File: src/rtl/core/dense_polynomial_mul_add_defines.svh
// assertion macros for the dense polynomial multiply and add block
// no dependencies; included by the top level
`ifndef DENSE_POLYNOMIAL_MUL_ADD_DEFINES_SVH
`define DENSE_POLYNOMIAL_MUL_ADD_DEFINES_SVH
`ifndef ASSERT_OFF
// same-cycle implication check
`define DPMA_ASSERT_IMPL(label, clk, rst, ante, cons) \
   label: assert property (@(posedge clk) disable iff (rst) (ante) |-> (cons)) \
      else $error("dpma check failed");
// next-cycle implication check
`define DPMA_ASSERT_NEXT(label, clk, rst, ante, cons) \
   label: assert property (@(posedge clk) disable iff (rst) (ante) |=> (cons)) \
      else $error("dpma check failed");
`else
`define DPMA_ASSERT_IMPL(label, clk, rst, ante, cons)
`define DPMA_ASSERT_NEXT(label, clk, rst, ante, cons)
`endif
`endif

File: src/rtl/core/dpma_pkg.sv
// shared constants, request codes and types of the polynomial block
// no dependencies
`timescale 1ns / 1ps

package dpma_pkg;

   localparam int ACTION_W    = 3;
   localparam int COEF_IN_W   = 16;
   localparam int EXP_IN_W    = 10;
   localparam int TERM_COEF_W = 48;
   localparam int TERM_EXP_W  = 11;

   // request actions
   localparam logic [ACTION_W-1:0] ACT_LOAD_FIRST  = 3'd0;
   localparam logic [ACTION_W-1:0] ACT_LOAD_SECOND = 3'd1;
   localparam logic [ACTION_W-1:0] ACT_CLEAR       = 3'd2;
   localparam logic [ACTION_W-1:0] ACT_COMPUTE     = 3'd3;
   localparam logic [ACTION_W-1:0] ACT_FETCH_PROD  = 3'd4;
   localparam logic [ACTION_W-1:0] ACT_FETCH_SUM   = 3'd5;

   // issue controls from the sequencer to the multiply-accumulate pipe
   typedef struct packed {
      logic valid;
      logic wr_ok;
      logic load_a;
   } dpma_mac_ctl_type;

endpackage

File: src/rtl/core/dpma_mac.sv
// multiply-accumulate pipe: multiply stage then add and write back
// depends on dpma_pkg
`timescale 1ns / 1ps

module dpma_mac
   import dpma_pkg::*;
#(
   parameter int PRODUCT_SLOTS = 2047,
   parameter int COEF_BITS     = 16
) (
   input  logic                             clock,
   input  logic                             reset,
   input  dpma_mac_ctl_type                 mac_ctl,
   input  logic [$clog2(PRODUCT_SLOTS)-1:0] mac_addr,
   input  logic signed [COEF_BITS-1:0]      a_data,
   input  logic signed [COEF_BITS-1:0]      b_data,
   input  logic [TERM_COEF_W-1:0]           old_data,
   output logic                             wr_en,
   output logic [$clog2(PRODUCT_SLOTS)-1:0] wr_addr,
   output logic [TERM_COEF_W-1:0]           wr_data
);

   localparam int PW    = $clog2(PRODUCT_SLOTS);
   localparam int MUL_W = 2 * COEF_BITS;
   localparam int EXT_W = (MUL_W > TERM_COEF_W) ? MUL_W : TERM_COEF_W;

   logic signed [COEF_BITS-1:0] a_ff, a_in;
   logic                        v1_ff, v1_in, wr1_ff, wr1_in;
   logic [PW-1:0]               addr1_ff, addr1_in;
   logic                        v2_ff, v2_in, wr2_ff, wr2_in;
   logic [PW-1:0]               addr2_ff, addr2_in;
   logic signed [MUL_W-1:0]     mul_ff, mul_in;
   logic [TERM_COEF_W-1:0]      old_ff, old_in;
   logic signed [EXT_W-1:0]     mul_ext;

   // row coefficient, issue stage and multiply stage
   always_comb begin
      a_in     = mac_ctl.load_a ? a_data : a_ff;
      v1_in    = mac_ctl.valid;
      wr1_in   = mac_ctl.wr_ok;
      addr1_in = mac_addr;
      v2_in    = v1_ff;
      wr2_in   = wr1_ff;
      addr2_in = addr1_ff;
      mul_in   = a_ff * b_data;
      old_in   = old_data;
   end

   always_ff @(posedge clock) begin
      if (reset) begin
         v1_ff <= 1'b0;
         v2_ff <= 1'b0;
      end else begin
         v1_ff <= v1_in;
         v2_ff <= v2_in;
      end
   end

   always_ff @(posedge clock) begin
      a_ff     <= a_in;
      wr1_ff   <= wr1_in;
      addr1_ff <= addr1_in;
      wr2_ff   <= wr2_in;
      addr2_ff <= addr2_in;
      mul_ff   <= mul_in;
      old_ff   <= old_in;
   end

   // accumulate, wrapping to the term width
   assign mul_ext = EXT_W'(mul_ff);
   assign wr_en   = v2_ff && wr2_ff;
   assign wr_addr = addr2_ff;
   assign wr_data = old_ff + mul_ext[TERM_COEF_W-1:0];

endmodule

File: config.mk
export PLATFORM = sky130hd
export DESIGN_NAME = dpma_mac
export DESIGN_NICKNAME = d
export VERILOG_FILES = /design/src/rtl/core/dense_polynomial_mul_add_defines.svh /design/src/rtl/core/dpma_pkg.sv /design/src/rtl/core/dpma_mac.sv
export SDC_FILE = /design/constraint.sdc
export NUM_CORES = 1
export LEC_CHECK = 0
export ABC_AREA = 1
export BUFFER_PORTS_ARGS = -buffer_cell sky130_fd_sc_hd__buf_2
export CORE_UTILIZATION = 43
export DETAILED_ROUTE_END_ITERATION = 10
export PLACE_DENSITY = 0.73
export SETUP_SLACK_MARGIN = 0.05
export SLEW_MARGIN = 10
export SYNTH_ARGS = -nofsm -noshare
export SYNTH_HDL_FRONTEND = slang
export SYNTH_SLANG_ARGS = --single-unit
File: constraint.sdc
create_clock -name clock -period 8.3 [get_ports clock]
set_input_delay 1.66 -clock clock [delete_from_list [all_inputs] [get_ports clock]]
set_output_delay 1.66 -clock clock [all_outputs]
set_load 0.03 [all_outputs]
### Word-level counts from Yosys, hierarchy flattened

Index checks and enable logic that the tools add are counted.

| operators by class | value |
|---|---|
| multiply operators | 1 |
| add/subtract/negate cells | 1 |
| reductions and logical operators | 1 |

Operators with widths:

| kind | number |
|---|---|
| 48-bit adder | 1 |
| 16-bit by 16-bit multiplier with 32-bit output | 1 |
| 1-bit logical AND | 1 |

| storage, ports and cells | value |
|---|---|
| input bits | 96 |
| logic and storage cells | 12 |
| output and inout port bits | 60 |
| bits in registers | 122 |

### Depth between registers and ports, before layout

| depth | value |
|---|---|
| word-level depth | 1 |
| gate-level depth with buffers | 27 |
| depth with buffers taken out | 25 |

### Worst setup path after synthesis

No wires, ideal clock.

| timing path | value |
|---|---|
| path type | input to register |
| from | in b_data[5] |
| to | reg mul_ff[27] |
| arrival | 6743 ps |
| data required time | 8187 ps |
| setup slack | 1444 ps |
| library setup time | 113 ps |
| path buffers | 2 |
| stages | 22 |
| cell sequence | clkbuf_1 -> clkbuf_1 -> nand2_1 -> fa_1 -> inv_1 -> fa_1 -> inv_1 -> fa_1 -> fa_1 -> inv_1 -> fa_1 -> inv_1 -> fa_1 -> inv_1 -> ha_1 -> nand2_1 -> inv_1 -> nand2_1 -> nor3_1 -> o21ai_0 -> nand4_1 -> nand2_1 |

| between the ends | value |
|---|---|
| longest elaborated chain between the ends | 1 |

Ends and longest elaborated chain:

| what | RTL line | source |
|---|---|---|
| start, declared | dpma_mac.sv:16 | `input logic signed [COEF_BITS-1:0] b_data,` |
| 16-bit by 16-bit multiplier with 32-bit output | dpma_mac.sv:45 | `mul_in = a_ff * b_data;` |
| named net mul_in[27] | dpma_mac.sv:32 | `logic signed [MUL_W-1:0] mul_ff, mul_in;` |
| end signal, assigned | dpma_mac.sv:65 | `mul_ff <= mul_in;` |
| end, declared | dpma_mac.sv:32 |  |

The timed path passes the listed nets, and every way through them passes these cells.
A chain may end at the register's enable or synchronous reset.

### Worst setup path after layout

| timing path | value |
|---|---|
| from | in b_data[1] |
| to | reg mul_ff[23] |

Same word-level chain as after synthesis.

==> parameters.txt <==
Parameter                              Value

CTS
  Clk root buf    clkbuf_16
  Count of instances resized after the clock tree is built    0
  Clk pin slew, worst setup/hold paths    approximately 0.060 ns
  Post-CTS setup buffer count    0
  TritonCTS Sinks    122
  Latest clock arrival within the worst-skew pair    0.47 ns
  Clock tree from TritonCTS    built
  Total clock buffers created by CTS    17
  H-Tree Level Count    4
  Post-CTS Hold Fix Bufs    0
  Worst-case clock buffer depth    2

Routing
  Post-DR wirelength/cell    14.5 um
  DR iter-0 viols    between 800 and 900
  Antenna-violating nets left    0
  Total wire length after detailed routing    46.3 mm
  # DRC    0
  First-pass iteration count of the detailed router    7
  Via count    between 15k and 20k
  Drt via density    about 4.7

Status
  Status    finished clean

Synthesis
  Cell count after synthesis    approximately 2.5k
  Register area share after synthesis    14.6%
  Fraction of synthesized cell area taken by the top area cell type    just under 30%
  Synth warn    0
  Netlist Area Pre-Place    between 15000 and 20000 um^2
  Syn avg cell area    between 7 and 8 um^2
  Synthesis-stage register bit count    about 120
  Distinct cells, synth    30
  Post-Syn Nets    about 3.0k
  Yosys top cell by area    fa_1
  Leading cell types by total area after synthesis    fa_1 (29%), nand2_1 (17%), inv_1 (15%)

Placed design
  Area post-placement    around 19000 um^2
  Placed wire-length estimate after detailed placement    roughly 40 mm
  # port buffers    155
  Final Wtd Congestion    0.966

STA
  Unrepaired setup endpoints after global routing    no
  Final count of pins violating max slew    0
  Final Cycle Share    roughly 84%
  Final-layout setup total negative slack    0 ns
  Transition time of the tightest slew-check pin    between 0.7 and 0.8 ns
  Number of hold violations in the final report    0
  Setup clock skew after layout    approximately 0.016 ns
  Time the final worst path needs with I/O delays and setup    between 6 and 7 ns
  Slew headroom    roughly 49%
  # setup viols final    0
  Maximum clock frequency    roughly 140 MHz

Floorplan
  Total number of placement rows    74
  Y dimension of the die    206 um
  Initial core utilization    a little over two fifths
  I/O pin cnt    156
  Area of the core region    40900 um^2
  Die width    between 200 and 250 um
  Die outline area    about 42000 um^2

Final layout
  Number of nets in the layout    between 3k and 4k
  Layout area overhead    10.2%
  Layout cells sized above 1    just over 10%
  Most frequent standard cell in the layout excluding fill and tap cells    nand2_1
  Most used cells in the layout excluding fill and tap cells    nand2_1 (806), inv_1 (729), fa_1 (263), buf_2 (155), ha_1 (129)
  Final Instance Area    between 15000 and 20000 um^2
  ANT cells    0

Critical path
  Reg-to-reg endpoint    mul_ff[23]
  Max stage delay cell, worst path    fa_1
  Peak per-stage delay on the critical path    between 0.7 and 0.8 ns
  Type of origin of the critical path    input pin
  Critical register-to-register path startpoint    a_ff[15]
  Ordered cell list for the critical path    buf_2, nand2_1, inv_1, fa_1, inv_1, fa_1, fa_1, fa_1, fa_1, fa_1, inv_1, ha_1, nand2_1, nor2_1, inv_1, nor3_1, nand2_1, nand2_1, nand2_1, nand3_1, nand2_1
  Required time reported for the critical path endpoint    between 8 and 9 ns
  CP endpoint kind    flop
  Number of cells traversed by the worst register-to-register path    20
  Setup CP Type    input pin to flop
  Crit path DAT    7.34 ns
  Reg2Reg Setup Slack    1.96 ns
  Maximum fanout along the worst path    16

GRT
  Antenna violations before repair    0
  Largest net degree at the start of global routing    18
  Global Route Usage Sum    between 20% and 30%
  Number of global-route vias before repair    roughly 16k
  Leftover overflow at the end of global routing    0
  First-pass GRT wire length    76.4 mm

Worst hold path
  Cell count of the worst hold path    0
  Worst Min Path Start    addr1_ff[10]
  Kind of path behind the tightest hold check    flop to flop
  Endpoint of the worst hold-timing path    wr_addr[10]

Run
  Reported max-cap violation count    0
==> worst max path at each step <==
stage / endpoint / slack [ns] / startpoint / cells past startpoint
after detailed placement: mul_ff[23] / 0.83 / b_data[1] / 21
after global routing: mul_ff[23] / 0.99 / b_data[1] / 21
after global placement: mul_ff[23] / 0.77 / b_data[1] / 21
after floorplan: mul_ff[27] / 1.44 / b_data[5] / 22
after CTS: mul_ff[23] / 1.32 / b_data[1] / 21
final: mul_ff[23] / 1.31 / b_data[1] / 21
==> flip-flops by register name (all words and copies together) (netlist names) <==
name	flops
v1_ff	1
wr1_ff	1
old_ff	48
wr2_ff	1
mul_ff	32
a_ff	16
addr1_ff	11
v2_ff	1
wr_addr	11
==> synthesized netlist by cell type <==
library cell	instances
ha_1	129
nand2_1	806
nand3_2	3
xor2_1	47
inv_2	17
o21bai_1	4
buf_1	1
o21ai_0	14
nand3_1	72
nand4_1	25
or2_2	4
inv_1	729
nor3_1	10
clkbuf_1	57
xnor2_1	8
nand3b_1	2
nor3_2	7
clkinv_1	1
a21boi_0	2
nor2_4	8
nor2_1	102
o21ai_1	1
nand2_2	20
nor2_2	26
fa_1	263
edfxtp_1	16
a21o_1	1
a21oi_1	53
o21a_1	2
dfxtp_1	106
==> logic make-up after synthesis <==
group                    count (synthesis)  synth area share, %
flip-flops                             122                 14.6
AND/OR/NAND/NOR                       1085                 25.1
buffers and inverters                  805                 16.9
XOR/XNOR                                55                 2.69
AO/OA/AOI/OAI                           77                 2.28
adder cells (fa/ha/maj)                392                 38.5
==> through the flow <==
step / setup WS [ns] / utilization, % / std cells / hold slack (ns)
6_report: 1.31 / 48.2 / 3197 / 0.324
3_5_place_dp: 0.827 / 46.7 / 3165 / 0.312
2_1_floorplan: 1.44 / - / 2536 / 0.310
4_1_cts: 1.32 / 48.2 / 3197 / 0.327
3_3_place_gp: 0.769 / 46.7 / 3165 / 0.310
5_1_grt: 0.991 / 48.2 / 3197 / 0.337
==> layout make-up <==
class / instances / area [um^2]
timing repair buffer: 155 / 776
multi-input combinational: 1609 / 12300
clock buffer: 17 / 425
clock inverter: 15 / 178
inverter: 747 / 2800
fill: 4080 / 21200
sequential: 122 / 2600
tap: 532 / 666
==> layer usage <==
metal / share of wire [%] / routed length [um] / GRT usage (%)
met1: 43 / 19900 / 28.9
met2: 49 / 22800 / 41.2
met3: 5.5 / 2550 / 3.47
met4: 2.2 / 1020 / 8.01
met5: 0 / 0 / 0
==> critical path, delay by kind of cell <==
kind / cells / cell delay, ns
simple gates: 9 / 1.38
fa+ha+maj: 7 / 3.70
buf+inv: 5 / 0.60
Power is not shown: default switching activity piles up to over one toggle a cycle in this logic, so the estimate is an artifact.
