===== src/rtl/core/dense_polynomial_mul_add_defines.svh =====
// assertion macros for the dense polynomial multiply and add block
// no dependencies; included by the top level
`ifndef DENSE_POLYNOMIAL_MUL_ADD_DEFINES_SVH
`define DENSE_POLYNOMIAL_MUL_ADD_DEFINES_SVH
`ifndef ASSERT_OFF
// same-cycle implication check
`define DPMA_ASSERT_IMPL(label, clk, rst, ante, cons) \
   label: assert property (@(posedge clk) disable iff (rst) (ante) |-> (cons)) \
      else $error("dpma check failed");
// next-cycle implication check
`define DPMA_ASSERT_NEXT(label, clk, rst, ante, cons) \
   label: assert property (@(posedge clk) disable iff (rst) (ante) |=> (cons)) \
      else $error("dpma check failed");
`else
`define DPMA_ASSERT_IMPL(label, clk, rst, ante, cons)
`define DPMA_ASSERT_NEXT(label, clk, rst, ante, cons)
`endif
`endif


===== src/rtl/core/dpma_pkg.sv =====
// shared constants, request codes and types of the polynomial block
// no dependencies
`timescale 1ns / 1ps

package dpma_pkg;

   localparam int ACTION_W    = 3;
   localparam int COEF_IN_W   = 16;
   localparam int EXP_IN_W    = 10;
   localparam int TERM_COEF_W = 48;
   localparam int TERM_EXP_W  = 11;

   // request actions
   localparam logic [ACTION_W-1:0] ACT_LOAD_FIRST  = 3'd0;
   localparam logic [ACTION_W-1:0] ACT_LOAD_SECOND = 3'd1;
   localparam logic [ACTION_W-1:0] ACT_CLEAR       = 3'd2;
   localparam logic [ACTION_W-1:0] ACT_COMPUTE     = 3'd3;
   localparam logic [ACTION_W-1:0] ACT_FETCH_PROD  = 3'd4;
   localparam logic [ACTION_W-1:0] ACT_FETCH_SUM   = 3'd5;

   // issue controls from the sequencer to the multiply-accumulate pipe
   typedef struct packed {
      logic valid;
      logic wr_ok;
      logic load_a;
   } dpma_mac_ctl_type;

endpackage


===== src/rtl/core/dpma_if.sv =====
// request and response channel interfaces of the polynomial block
// depends on dpma_pkg
`timescale 1ns / 1ps

interface dpma_req_if;
   import dpma_pkg::*;
   logic                        valid;
   logic                        ready;
   logic [ACTION_W-1:0]         action;
   logic signed [COEF_IN_W-1:0] coefficient;
   logic [EXP_IN_W-1:0]         exponent;

   modport source (output valid, output action, output coefficient, output exponent,
                   input ready);
   modport sink   (input valid, input action, input coefficient, input exponent,
                   output ready);
endinterface

interface dpma_rsp_if;
   import dpma_pkg::*;
   logic                          valid;
   logic                          ready;
   logic signed [TERM_COEF_W-1:0] term_coefficient;
   logic [TERM_EXP_W-1:0]         term_exponent;
   logic                          final_term;

   modport source (output valid, output term_coefficient, output term_exponent,
                   output final_term, input ready);
   modport sink   (input valid, input term_coefficient, input term_exponent,
                   input final_term, output ready);
endinterface


===== src/rtl/core/dpma_ctrl.sv =====
// sequencer: loads, clearing sweeps, product row walk and fetch scans
// depends on dpma_pkg and the channel interfaces
`timescale 1ns / 1ps

module dpma_ctrl
   import dpma_pkg::*;
#(
   parameter int TERM_SLOTS    = 1024,
   parameter int PRODUCT_SLOTS = 2047,
   parameter int COEF_BITS     = 16
) (
   input  logic                             clock,
   input  logic                             reset,
   dpma_req_if.sink                         req_bus,
   dpma_rsp_if.source                       rsp_bus,
   output logic                             first_wr_en,
   output logic                             second_wr_en,
   output logic [$clog2(TERM_SLOTS)-1:0]    term_wr_addr,
   output logic [COEF_BITS-1:0]             term_wr_data,
   output logic [$clog2(TERM_SLOTS)-1:0]    first_rd_addr,
   output logic [$clog2(TERM_SLOTS)-1:0]    second_rd_addr,
   input  logic [COEF_BITS-1:0]             first_rd_data,
   input  logic [COEF_BITS-1:0]             second_rd_data,
   output logic                             prod_sweep_en,
   output logic [$clog2(PRODUCT_SLOTS)-1:0] prod_sweep_addr,
   output logic [$clog2(PRODUCT_SLOTS)-1:0] prod_rd_addr,
   input  logic [TERM_COEF_W-1:0]           prod_rd_data,
   output dpma_mac_ctl_type                 mac_ctl,
   output logic [$clog2(PRODUCT_SLOTS)-1:0] mac_addr
);

   localparam int TW        = $clog2(TERM_SLOTS);
   localparam int PW        = $clog2(PRODUCT_SLOTS);
   localparam int MAX_SLOTS = (TERM_SLOTS > PRODUCT_SLOTS) ? TERM_SLOTS : PRODUCT_SLOTS;
   localparam int SW        = $clog2(MAX_SLOTS);
   localparam int RW        = $clog2(TERM_SLOTS + 1);

   // sequencer states
   localparam logic [3:0] S_INIT      = 4'd0;
   localparam logic [3:0] S_IDLE      = 4'd1;
   localparam logic [3:0] S_CLEAR     = 4'd2;
   localparam logic [3:0] S_ZERO      = 4'd3;
   localparam logic [3:0] S_ROW_START = 4'd4;
   localparam logic [3:0] S_ROW_LOAD  = 4'd5;
   localparam logic [3:0] S_MAC       = 4'd6;
   localparam logic [3:0] S_SCAN      = 4'd7;
   localparam logic [3:0] S_EMIT      = 4'd8;

   logic [3:0]                    state_ff, state_in;
   logic [SW-1:0]                 sweep_ff, sweep_in;
   logic [RW-1:0]                 row_ff, row_in;
   logic [TW-1:0]                 col_ff, col_in;
   logic [SW-1:0]                 issue_addr_ff, issue_addr_in;
   logic                          issue_more_ff, issue_more_in;
   logic                          rd_valid_ff, rd_valid_in;
   logic [SW-1:0]                 rd_addr_ff, rd_addr_in;
   logic                          phase_ff, phase_in;
   logic                          use_prod_ff, use_prod_in;
   logic [SW-1:0]                 hit_addr_ff, hit_addr_in;
   logic [TERM_COEF_W-1:0]        hit_coef_ff, hit_coef_in;
   logic [TERM_COEF_W-1:0]        res_coef_ff, res_coef_in;
   logic [TERM_EXP_W-1:0]         res_exp_ff, res_exp_in;
   logic                          res_last_ff, res_last_in;
   logic                          out_valid_ff, out_valid_in;
   logic [TERM_COEF_W-1:0]        out_coef_ff, out_coef_in;
   logic [TERM_EXP_W-1:0]         out_exp_ff, out_exp_in;
   logic                          out_last_ff, out_last_in;
   logic [PW-1:0]                 prod_cursor_ff, prod_cursor_in;
   logic [TW-1:0]                 sum_cursor_ff, sum_cursor_in;
   logic                          prod_done_ff, prod_done_in;
   logic                          sum_done_ff, sum_done_in;

   logic                          req_fire;
   logic                          load_ok;
   logic [TW:0]                   mac_s;
   logic signed [COEF_BITS:0]     sum_w;
   logic [TERM_COEF_W-1:0]        sum_ext;
   logic [TERM_COEF_W-1:0]        scan_value;

   assign req_bus.ready = (state_ff == S_IDLE);
   assign req_fire      = req_bus.valid && req_bus.ready;
   assign load_ok       = 32'(req_bus.exponent) < TERM_SLOTS;
   assign mac_s         = (TW+1)'(row_ff) + (TW+1)'(col_ff);

   // value under the scan: stored product or sum formed on the fly
   assign sum_w      = {first_rd_data[COEF_BITS-1], first_rd_data}
                     + {second_rd_data[COEF_BITS-1], second_rd_data};
   assign sum_ext    = TERM_COEF_W'(sum_w);
   assign scan_value = use_prod_ff ? prod_rd_data : sum_ext;

   always_comb begin
      state_in       = state_ff;
      sweep_in       = sweep_ff;
      row_in         = row_ff;
      col_in         = col_ff;
      issue_addr_in  = issue_addr_ff;
      issue_more_in  = issue_more_ff;
      rd_valid_in    = rd_valid_ff;
      rd_addr_in     = rd_addr_ff;
      phase_in       = phase_ff;
      use_prod_in    = use_prod_ff;
      hit_addr_in    = hit_addr_ff;
      hit_coef_in    = hit_coef_ff;
      res_coef_in    = res_coef_ff;
      res_exp_in     = res_exp_ff;
      res_last_in    = res_last_ff;
      out_valid_in   = out_valid_ff;
      out_coef_in    = out_coef_ff;
      out_exp_in     = out_exp_ff;
      out_last_in    = out_last_ff;
      prod_cursor_in = prod_cursor_ff;
      sum_cursor_in  = sum_cursor_ff;
      prod_done_in   = prod_done_ff;
      sum_done_in    = sum_done_ff;

      first_wr_en     = 1'b0;
      second_wr_en    = 1'b0;
      term_wr_addr    = TW'(req_bus.exponent);
      term_wr_data    = COEF_BITS'($unsigned(req_bus.coefficient));
      first_rd_addr   = TW'(issue_addr_ff);
      second_rd_addr  = TW'(issue_addr_ff);
      prod_sweep_en   = 1'b0;
      prod_sweep_addr = PW'(sweep_ff);
      prod_rd_addr    = PW'(issue_addr_ff);
      mac_ctl         = '0;
      mac_addr        = PW'(mac_s);

      // response register drains independently of the sequencer
      if (out_valid_ff && rsp_bus.ready) begin
         out_valid_in = 1'b0;
      end

      case (state_ff)
         // clearing pass over every store after reset
         S_INIT: begin
            first_wr_en   = 32'(sweep_ff) < TERM_SLOTS;
            second_wr_en  = 32'(sweep_ff) < TERM_SLOTS;
            term_wr_addr  = TW'(sweep_ff);
            term_wr_data  = '0;
            prod_sweep_en = 32'(sweep_ff) < PRODUCT_SLOTS;
            if (sweep_ff == SW'(MAX_SLOTS - 1)) begin
               sweep_in = '0;
               state_in = S_IDLE;
            end else begin
               sweep_in = SW'(sweep_ff + 1'b1);
            end
         end

         S_IDLE: begin
            if (req_fire) begin
               case (req_bus.action)
                  ACT_LOAD_FIRST, ACT_LOAD_SECOND: begin
                     if (load_ok) begin
                        first_wr_en   = (req_bus.action == ACT_LOAD_FIRST);
                        second_wr_en  = (req_bus.action == ACT_LOAD_SECOND);
                        sum_cursor_in = TW'(TERM_SLOTS - 1);
                        sum_done_in   = 1'b0;
                     end
                  end
                  ACT_CLEAR: begin
                     sum_cursor_in  = TW'(TERM_SLOTS - 1);
                     sum_done_in    = 1'b0;
                     prod_cursor_in = PW'(PRODUCT_SLOTS - 1);
                     prod_done_in   = 1'b0;
                     sweep_in       = '0;
                     state_in       = S_CLEAR;
                  end
                  ACT_COMPUTE: begin
                     prod_cursor_in = PW'(PRODUCT_SLOTS - 1);
                     prod_done_in   = 1'b0;
                     sweep_in       = '0;
                     state_in       = S_ZERO;
                  end
                  ACT_FETCH_PROD: begin
                     if (!prod_done_ff) begin
                        issue_addr_in = SW'(prod_cursor_ff);
                        issue_more_in = 1'b1;
                        rd_valid_in   = 1'b0;
                        phase_in      = 1'b0;
                        use_prod_in   = 1'b1;
                        state_in      = S_SCAN;
                     end
                  end
                  ACT_FETCH_SUM: begin
                     if (!sum_done_ff) begin
                        issue_addr_in = SW'(sum_cursor_ff);
                        issue_more_in = 1'b1;
                        rd_valid_in   = 1'b0;
                        phase_in      = 1'b0;
                        use_prod_in   = 1'b0;
                        state_in      = S_SCAN;
                     end
                  end
                  default: begin
                  end
               endcase
            end
         end

         // zero both term stores
         S_CLEAR: begin
            first_wr_en  = 1'b1;
            second_wr_en = 1'b1;
            term_wr_addr = TW'(sweep_ff);
            term_wr_data = '0;
            if (sweep_ff == SW'(TERM_SLOTS - 1)) begin
               sweep_in = '0;
               state_in = S_IDLE;
            end else begin
               sweep_in = SW'(sweep_ff + 1'b1);
            end
         end

         // zero the product store ahead of accumulation
         S_ZERO: begin
            prod_sweep_en = 1'b1;
            if (sweep_ff == SW'(PRODUCT_SLOTS - 1)) begin
               sweep_in = '0;
               row_in   = '0;
               state_in = S_ROW_START;
            end else begin
               sweep_in = SW'(sweep_ff + 1'b1);
            end
         end

         // fetch the row coefficient; the row start and row load states also drain the pipe
         S_ROW_START: begin
            first_rd_addr = TW'(row_ff);
            if (row_ff == RW'(TERM_SLOTS)) begin
               state_in = S_IDLE;
            end else begin
               state_in = S_ROW_LOAD;
            end
         end

         // rows with a zero coefficient add nothing and are skipped
         S_ROW_LOAD: begin
            mac_ctl.load_a = 1'b1;
            if (first_rd_data == '0) begin
               row_in   = RW'(row_ff + 1'b1);
               state_in = S_ROW_START;
            end else begin
               col_in   = '0;
               state_in = S_MAC;
            end
         end

         // one pair issued per cycle; slots within a row never repeat
         S_MAC: begin
            second_rd_addr = col_ff;
            prod_rd_addr   = PW'(mac_s);
            mac_ctl.valid  = 1'b1;
            mac_ctl.wr_ok  = 32'(mac_s) < PRODUCT_SLOTS;
            if (col_ff == TW'(TERM_SLOTS - 1)) begin
               row_in   = RW'(row_ff + 1'b1);
               state_in = S_ROW_START;
            end else begin
               col_in = TW'(col_ff + 1'b1);
            end
         end

         // downward scan: first finds the term, second looks for one below
         S_SCAN: begin
            if (rd_valid_ff && (scan_value != '0)) begin
               if (!phase_ff) begin
                  hit_addr_in = rd_addr_ff;
                  hit_coef_in = scan_value;
                  if (rd_addr_ff == '0) begin
                     res_coef_in = scan_value;
                     res_exp_in  = TERM_EXP_W'(rd_addr_ff);
                     res_last_in = 1'b1;
                     if (use_prod_ff) begin
                        prod_done_in = 1'b1;
                     end else begin
                        sum_done_in = 1'b1;
                     end
                     state_in = S_EMIT;
                  end else begin
                     phase_in      = 1'b1;
                     issue_addr_in = SW'(rd_addr_ff - 1'b1);
                     issue_more_in = 1'b1;
                     rd_valid_in   = 1'b0;
                  end
               end else begin
                  // resume the next walk at the term just found
                  res_coef_in = hit_coef_ff;
                  res_exp_in  = TERM_EXP_W'(hit_addr_ff);
                  res_last_in = 1'b0;
                  if (use_prod_ff) begin
                     prod_cursor_in = PW'(rd_addr_ff);
                  end else begin
                     sum_cursor_in = TW'(rd_addr_ff);
                  end
                  state_in = S_EMIT;
               end
            end else if (rd_valid_ff && (rd_addr_ff == '0)) begin
               // walked off the bottom
               if (!phase_ff) begin
                  res_coef_in = '0;
                  res_exp_in  = '0;
               end else begin
                  res_coef_in = hit_coef_ff;
                  res_exp_in  = TERM_EXP_W'(hit_addr_ff);
               end
               res_last_in = 1'b1;
               if (use_prod_ff) begin
                  prod_done_in = 1'b1;
               end else begin
                  sum_done_in = 1'b1;
               end
               state_in = S_EMIT;
            end else if (issue_more_ff) begin
               rd_valid_in   = 1'b1;
               rd_addr_in    = issue_addr_ff;
               issue_addr_in = SW'(issue_addr_ff - 1'b1);
               issue_more_in = (issue_addr_ff != '0);
            end else begin
               rd_valid_in = 1'b0;
            end
         end

         // hand the term to the response register once it is free
         S_EMIT: begin
            if (!out_valid_ff || rsp_bus.ready) begin
               out_valid_in = 1'b1;
               out_coef_in  = res_coef_ff;
               out_exp_in   = res_exp_ff;
               out_last_in  = res_last_ff;
               state_in     = S_IDLE;
            end
         end

         default: begin
            state_in = S_INIT;
         end
      endcase
   end

   // control state
   always_ff @(posedge clock) begin
      if (reset) begin
         state_ff       <= S_INIT;
         sweep_ff       <= '0;
         issue_more_ff  <= 1'b0;
         rd_valid_ff    <= 1'b0;
         out_valid_ff   <= 1'b0;
         prod_cursor_ff <= PW'(PRODUCT_SLOTS - 1);
         sum_cursor_ff  <= TW'(TERM_SLOTS - 1);
         prod_done_ff   <= 1'b0;
         sum_done_ff    <= 1'b0;
      end else begin
         state_ff       <= state_in;
         sweep_ff       <= sweep_in;
         issue_more_ff  <= issue_more_in;
         rd_valid_ff    <= rd_valid_in;
         out_valid_ff   <= out_valid_in;
         prod_cursor_ff <= prod_cursor_in;
         sum_cursor_ff  <= sum_cursor_in;
         prod_done_ff   <= prod_done_in;
         sum_done_ff    <= sum_done_in;
      end
   end

   // payload and walk registers
   always_ff @(posedge clock) begin
      row_ff        <= row_in;
      col_ff        <= col_in;
      issue_addr_ff <= issue_addr_in;
      rd_addr_ff    <= rd_addr_in;
      phase_ff      <= phase_in;
      use_prod_ff   <= use_prod_in;
      hit_addr_ff   <= hit_addr_in;
      hit_coef_ff   <= hit_coef_in;
      res_coef_ff   <= res_coef_in;
      res_exp_ff    <= res_exp_in;
      res_last_ff   <= res_last_in;
      out_coef_ff   <= out_coef_in;
      out_exp_ff    <= out_exp_in;
      out_last_ff   <= out_last_in;
   end

   assign rsp_bus.valid            = out_valid_ff;
   assign rsp_bus.term_coefficient = out_coef_ff;
   assign rsp_bus.term_exponent    = out_exp_ff;
   assign rsp_bus.final_term       = out_last_ff;

endmodule


===== src/flat_wrapper.sv =====
// flat-port wrapper written by rule: the top's interface ports become plain ports
module dpma_ctrl_flat import dpma_pkg::*;
#(
   parameter int TERM_SLOTS    = 1024,
   parameter int PRODUCT_SLOTS = 2047,
   parameter int COEF_BITS     = 16
)
  (clock, reset, first_wr_en, second_wr_en, term_wr_addr, term_wr_data, first_rd_addr, second_rd_addr, first_rd_data, second_rd_data, prod_sweep_en, prod_sweep_addr, prod_rd_addr, prod_rd_data, mac_ctl, mac_addr, req_bus_valid, req_bus_action, req_bus_coefficient, req_bus_exponent, req_bus_ready, rsp_bus_valid, rsp_bus_term_coefficient, rsp_bus_term_exponent, rsp_bus_final_term, rsp_bus_ready);
  dpma_req_if req_bus_i ();
  dpma_rsp_if rsp_bus_i ();
  input  logic clock;
  input  logic reset;
  output logic first_wr_en;
  output logic second_wr_en;
  output logic [$clog2(TERM_SLOTS)-1:0] term_wr_addr;
  output logic [COEF_BITS-1:0] term_wr_data;
  output logic [$clog2(TERM_SLOTS)-1:0] first_rd_addr;
  output logic [$clog2(TERM_SLOTS)-1:0] second_rd_addr;
  input  logic [COEF_BITS-1:0] first_rd_data;
  input  logic [COEF_BITS-1:0] second_rd_data;
  output logic prod_sweep_en;
  output logic [$clog2(PRODUCT_SLOTS)-1:0] prod_sweep_addr;
  output logic [$clog2(PRODUCT_SLOTS)-1:0] prod_rd_addr;
  input  logic [TERM_COEF_W-1:0] prod_rd_data;
  output dpma_mac_ctl_type mac_ctl;
  output logic [$clog2(PRODUCT_SLOTS)-1:0] mac_addr;
  input wire logic [$bits(req_bus_i.valid)-1:0] req_bus_valid;
  input wire logic [$bits(req_bus_i.action)-1:0] req_bus_action;
  input wire logic [$bits(req_bus_i.coefficient)-1:0] req_bus_coefficient;
  input wire logic [$bits(req_bus_i.exponent)-1:0] req_bus_exponent;
  output wire logic [$bits(req_bus_i.ready)-1:0] req_bus_ready;
  output wire logic [$bits(rsp_bus_i.valid)-1:0] rsp_bus_valid;
  output wire logic [$bits(rsp_bus_i.term_coefficient)-1:0] rsp_bus_term_coefficient;
  output wire logic [$bits(rsp_bus_i.term_exponent)-1:0] rsp_bus_term_exponent;
  output wire logic [$bits(rsp_bus_i.final_term)-1:0] rsp_bus_final_term;
  input wire logic [$bits(rsp_bus_i.ready)-1:0] rsp_bus_ready;
  assign req_bus_i.valid = req_bus_valid;
  assign req_bus_i.action = req_bus_action;
  assign req_bus_i.coefficient = req_bus_coefficient;
  assign req_bus_i.exponent = req_bus_exponent;
  assign req_bus_ready = req_bus_i.ready;
  assign rsp_bus_valid = rsp_bus_i.valid;
  assign rsp_bus_term_coefficient = rsp_bus_i.term_coefficient;
  assign rsp_bus_term_exponent = rsp_bus_i.term_exponent;
  assign rsp_bus_final_term = rsp_bus_i.final_term;
  assign rsp_bus_i.ready = rsp_bus_ready;
  dpma_ctrl #(.TERM_SLOTS(TERM_SLOTS), .PRODUCT_SLOTS(PRODUCT_SLOTS), .COEF_BITS(COEF_BITS)) u_core (.clock(clock), .reset(reset), .req_bus(req_bus_i), .rsp_bus(rsp_bus_i), .first_wr_en(first_wr_en), .second_wr_en(second_wr_en), .term_wr_addr(term_wr_addr), .term_wr_data(term_wr_data), .first_rd_addr(first_rd_addr), .second_rd_addr(second_rd_addr), .first_rd_data(first_rd_data), .second_rd_data(second_rd_data), .prod_sweep_en(prod_sweep_en), .prod_sweep_addr(prod_sweep_addr), .prod_rd_addr(prod_rd_addr), .prod_rd_data(prod_rd_data), .mac_ctl(mac_ctl), .mac_addr(mac_addr));
endmodule

===== config.mk =====
export PLATFORM = sky130hd
export DESIGN_NAME = dpma_ctrl_flat
export DESIGN_NICKNAME = d
export VERILOG_FILES = /design/src/rtl/core/dense_polynomial_mul_add_defines.svh /design/src/rtl/core/dpma_pkg.sv /design/src/rtl/core/dpma_if.sv /design/src/rtl/core/dpma_ctrl.sv /design/src/flat_wrapper.sv
export SDC_FILE = /design/constraint.sdc
export NUM_CORES = 1
export LEC_CHECK = 0
export BUFFER_PORTS_ARGS = -buffer_cell sky130_fd_sc_hd__buf_4
export CAP_MARGIN = 20
export CORE_MARGIN = 8
export CORE_UTILIZATION = 50
export CTS_CLUSTER_DIAMETER = 30
export DETAILED_ROUTE_END_ITERATION = 8
export GPL_TIMING_DRIVEN = 0
export PLACE_DENSITY = 0.8
export SLEW_MARGIN = 10
export SYNTH_ARGS = -nofsm -noshare
export SYNTH_HDL_FRONTEND = slang
export SYNTH_SLANG_ARGS = --single-unit

===== constraint.sdc =====
create_clock -name clock -period 10 [get_ports clock]
set_input_delay 1 -clock clock [delete_from_list [all_inputs] [get_ports clock]]
set_output_delay 1 -clock clock [all_outputs]
set_load 0.02 [all_outputs]

# [Word level (Yosys, flattened, before mapping)]
# Index checks and enable logic that the tools add are counted.
[classes] n_addsub=7 magnitude_cmp=3 n_eq_ne=46 muxes=123 bitwise=3 n_reduce_logical=39
[op_table] cell="$mux W48" n=6
[op_table] cell="$mux W11" n=26
[op_table] cell="$mux W10" n=10
[op_table] cell="$pmux W11 S2" n=3
[op_table] cell="$pmux W11 S3" n=2
[op_table] cell="$mux W4" n=12
[op_table] cell="$reduce_bool A48 Y1" n=1
[op_table] cell="$mux W1" n=45
[op_table] cell="$pmux W10 S2" n=2
[op_table] cell="$pmux W4 S9" n=1
[op_table] cell="$lt A11 B11 Y1 const B" n=3
[op_table] cell="$reduce_and A6 Y1" n=5
[op_table] cell="$add A11 B1 Y11 const B" n=2
[op_table] cell="$eq A11 B11 Y1 const B" n=2
[op_table] cell="$sub A11 B1 Y11 const B" n=2
[op_table] cell="$ne A2 B1 Y1 const B" n=9
[op_table] cell="$ne A3 B3 Y1 const B" n=6
[op_table] cell="$pmux W1 S2" n=9
[op_table] cell="$add A16 B16 Y17" n=1
[op_table] cell="$eq A4 B3 Y1 const B" n=4
[op_table] cell="$logic_not A16 Y1" n=1
[op_table] cell="$mux W16" n=1
[op_table] cell="$ne A2 B2 Y1 const B" n=8
[op_table] cell="$pmux W4 S4" n=1
[op_table] cell="36 further kinds" n=59
[word_totals] register_bits=265 inputBits=113 wordCells=244

# [Logic depth before layout (Yosys ltp)]
[depth] ltp_word=6 ltp_mapped=20 depth_no_buf=18

# [Worst setup path before layout]
# Ideal clock, no wire load.
[synth_timing] kind="input to register" startpoint="input port first_rd_data[0]" endpoint="register u_core.hit_addr_ff[0] (enable)" arrival_time_ns=7.374 path_slack_ns=2.077 stages=12 path_buffers=2 path_cell_list="ha_1 fa_1 a211oi_1 o21ai_0 a21boi_0 xor2_1 o21ai_0 nor4_4 a31o_1 buf_4 buf_2 nor3_1"
[synth_between] elab_chain_cells=5
[synth_rtl] element="start: declaration" line_no="flat_wrapper.sv:19" rtl="input logic [COEF_BITS-1:0] first_rd_data;"
[synth_rtl] element="$add A16 B16 Y17" line_no="dpma_ctrl.sv:87" rtl="+ {second_rd_data[COEF_BITS-1], second_rd_data};"
[synth_rtl] element="$mux W48" line_no="dpma_ctrl.sv:89" rtl="assign scan_value = use_prod_ff ? prod_rd_data : sum_ext;"
[synth_rtl] element="via u_core.scan_value[8]" line_no="dpma_ctrl.sv:78" rtl="logic [TERM_COEF_W-1:0] scan_value;"
[synth_rtl] element="$reduce_bool A48 Y1" line_no="dpma_ctrl.sv:264" rtl="if (rd_valid_ff && (scan_value != '0)) begin"
[synth_rtl] element="$logic_and A1 B1 Y1" line_no="dpma_ctrl.sv:264"
[synth_rtl] element="$reduce_and A3 Y1 (no source line)"
[synth_rtl] element="end signal: assignment" line_no="dpma_ctrl.sv:372" rtl="hit_addr_ff <= hit_addr_in;"
[synth_rtl] element="end: declaration" line_no="dpma_ctrl.sv:59" rtl="logic [SW-1:0] hit_addr_ff, hit_addr_in;"
# The timed path passes the listed nets, and every way through them passes these cells.
# A chain may end at the register's enable or synchronous reset.

# [Final worst setup path]
[layout_timing] startpoint="input port first_rd_data[0]" endpoint="register u_core.issue_addr_ff[10], data pin"
[layout_between] elab_chain_cells=6
[layout_rtl] element="$add A16 B16 Y17" line_no="dpma_ctrl.sv:87"
[layout_rtl] element="$mux W48" line_no="dpma_ctrl.sv:89"
[layout_rtl] element="$reduce_bool A48 Y1" line_no="dpma_ctrl.sv:264"
[layout_rtl] element="$logic_and A1 B1 Y1" line_no="dpma_ctrl.sv:264"
[layout_rtl] element="$mux W11" line_no="dpma_ctrl.sv:264"
[layout_rtl] element="$pmux W11 S2" line_no="dpma_ctrl.sv:133" rtl="case (state_ff)"
[layout_rtl] element="via u_core.issue_addr_in[10]" line_no="dpma_ctrl.sv:53" rtl="logic [SW-1:0] issue_addr_ff, issue_addr_in;"
[layout_rtl] element="end signal: assignment" line_no="dpma_ctrl.sv:368" rtl="issue_addr_ff <= issue_addr_in;"
[layout_rtl] element="end: declaration" line_no="dpma_ctrl.sv:53"
# The timed path passes the listed nets, and every way through them passes these cells.

==> reports/summary.txt <==
commonest non-fill, non-tap cell in the layout = buf_4
die area = 32000 sq um
RR Startpoint = u_core.use_prod_ff
status = completed
Worst Tran Pin Value = 1050 ps
row cnt = 59
io pins = 260
setup bufs post-CTS = 0
area of the multi-input gates = 5180 sq um
Area Growth Syn to Fin = 32.0%
Worst Path Required = 10280 ps
Post-synth EDFFs = 224
Synth warnings = 0
worst hold-check path type = flip-flop to flip-flop
CTS tree = built
post-route ant nets = 0
post-layout min period = 5330 ps
period utilisation layout = 0.533
flops & latches, synth = 265
share of the synthesized area in the top cell type = 0.507
antenna violations before repair = 1
maximum VDD drop = 194 uV
worst setup path end = u_core.issue_addr_ff[10]
CTS hold repair buffers = 0
Reg2Reg Depth = 18
die span in x = 179 um
Yosys top cell by area = edfxtp_1
Crit Path Class = primary input to flip-flop
Clock Tree Buf Depth = 3
Fmax achieved = 188 MHz
post-synthesis sequential area ratio = 0.569
critical path arrival = 5600 ps
design area = 17500 sq um
max layer used = met5
MaxCap Viol Count = 0
Post-CTS Resized = 0
Wirelength per Cell = 20.4 um
Num CTS Buffers = 47
Area contributors post-synth = edfxtp_1 51%, dfxtp_1 6.2%, nand2_1 5.5%, o21ai_0 3.1%, ha_1 3.0%
Worst slew margin = 0.296
Finish-stage setup viols = 0
Distinct cells, synth = 79
Initial Util = 0.509
setup TNS = 0 ps
most frequent cells in the layout = 263 x buf_4, 224 x edfxtp_1, 194 x nand2_1, 87 x nor2_1, 82 x o21ai_0
WHS = 407 ps
Clock Latency Late Sink = 550 ps
hpwl dp = 29100 um
residual DRC count = 0
DR vias/cell = 5.86
register area = 7550 sq um
met2 WL post-DR = 19000 um
final max-slew violation count = 0
Clk pin slew, worst setup/hold paths = 50 ps
share of layout cells above drive strength 1 = 0.255
DR iter-0 viols = 1107
final net count = 1711
# diodes = 0
Avg Cell Area, Syn = 10.6 sq um
clk root buf = clkbuf_16
1st-pass router iterations = 5
dpl cell area = 15800 sq um
Synth Cell Area = 13300 sq um
Die Y = 179 um
total gr overflow = 0
IO Port Bufs = 259
ys flop type = edfxtp_1
Syn Inst Count = 1247
DR WL met3 = 3940 um
worst reg2reg setup slack = 5220 ps
gr usage total = 0.242
fill count = 1934
pin count of the biggest net entering global routing = 37
first-pass GRT wire length = 61600 um
Final Hold Fails = 0
CP startpoint kind = primary input
GP Congestion = 0.928
CP Capture Type = flip-flop
Critical path origin = first_rd_data[0]
Pleak = 0.00695 uW
unrepaired setup endpoints after global routing = no
r2r endpoint = u_core.issue_addr_ff[10]
PD cells = 229 nW/um^2
htree depth = 2
Num Clock Sinks = 265
Final Skew = 20.2 ps
final wirelength = 39500 um
met1 wire length = 15300 um
Crit Path Max Fanout = 10
Placeable Area = 26100 sq um
asr flop ratio synth = 0
DR vias = 11300
Syn Nets = 1394
vias in the first global route = 11500
cells by family after synthesis:
group	synth area share
flip-flops	0.569
AO/OA/AOI/OAI	0.132
AND/OR/NAND/NOR	0.157
buffers and inverters	0.0427
multiplexers	0.0334
adder cells (fa/ha/maj)	0.0332
XOR/XNOR	0.0336
worst min path at each step:
stage	start	slack, ps	cells past startpoint	end
finish	u_core.res_exp_ff[8]	410	0	u_core.rsp_bus.term_exponent[8]
global route	u_core.res_coef_ff[33]	420	0	u_core.rsp_bus.term_coefficient[33]
CTS	u_core.res_exp_ff[8]	410	0	u_core.rsp_bus.term_exponent[8]
detailed placement	u_core.res_coef_ff[4]	400	0	u_core.rsp_bus.term_coefficient[4]
global placement	u_core.res_coef_ff[33]	400	0	u_core.rsp_bus.term_coefficient[33]
floorplan	u_core.res_last_ff	400	0	u_core.rsp_bus.final_term
registers in the layout, summed over array words and instances, names as in the netlist, 4 cells and up:
name,cells
u_core.rsp_bus.term_exponent,11
u_core.prod_sweep_addr,11
u_core.hit_coef_ff,48
u_core.prod_cursor_ff,11
u_core.hit_addr_ff,11
u_core.state_ff,4
u_core.col_ff,10
u_core.issue_addr_ff,11
u_core.rd_addr_ff,11
u_core.res_exp_ff,11
u_core.row_ff,11
u_core.res_coef_ff,48
u_core.rsp_bus.term_coefficient,48
u_core.sum_cursor_ff,10
Yosys cell counts (all sizes together), types with 3 or more instances:
cell type	n
a311oi	3
a21oi	75
o21a	3
buf	12
ha	32
xor2	23
a221oi	4
o211ai	29
a22o	8
a21o	6
dfxtp	41
a31oi	3
nand4	12
edfxtp	224
nand2	194
mux2	26
or3	6
nor3	15
nand2b	6
nor2	88
mux2i	15
inv	66
nor2b	23
o31ai	11
o21ai	86
and3	14
o21bai	6
clkbuf	52
xnor2	28
o221ai	3
a211oi	9
nor4b	3
o41ai	3
nand3	60
nor4	18
and2	4
a21boi	6
per-layer routing:
layer | global-route usage | vias to the layer above
li1 | - | 5186
met1 | 0.298 | 5420
met2 | 0.408 | 647
met3 | 0.0562 | 92
met4 | 0.0913 | 2
met5 | 0 | -
through the flow:
| step | std cells | setup slack (ps) | power, uW | util |
|---|---|---|---|---|
| after global routing | 1937 | 4310 | 4150 | 0.672 |
| after global placement | 1841 | -289 | 2260 | 0.600 |
| after CTS | 1937 | 4710 | 4010 | 0.672 |
| final | 1937 | 4670 | 4010 | 0.672 |
| after detailed placement | 1850 | 4210 | 2270 | 0.605 |
| after floorplan | 1247 | 2080 | 1920 | - |
power by group:
group          switching (uW)  internal [uW]  leakage, uW  total [uW]
logic                     561            379      0.00376         940
clock network             558           1180     0.000844        1730
registers                71.8           1260      0.00235        1330
total                    1190           2820      0.00695        4010
final cells by class:
type                       count  share of cell area
buffer                        66              0.0182
clock buffer                  55              0.0729
clock inverter                32              0.0264
inverter                      66              0.0141
multi-input combinational    850               0.296
sequential                   265               0.431
tap                          335              0.0239
timing repair buffer         268               0.118
worst max-delay path, cell delays in order:
cell and delay [ps]:
buf_4 120, ha_1 210, fa_1 420, a21oi_1 230
nor4b_1 80, nor3_1 560, nand3_1 160, or4_4 570
nor4_4 380, a31o_1 200, buf_4 180, buf_4 210
nor2_1 50, a21oi_1 160, ha_1 290, nand3_1 210
nor2_1 180, xnor2_1 150, nor2_1 60, a21oi_1 110
o21ai_0 80
Power figures use the tool's default switching activity.
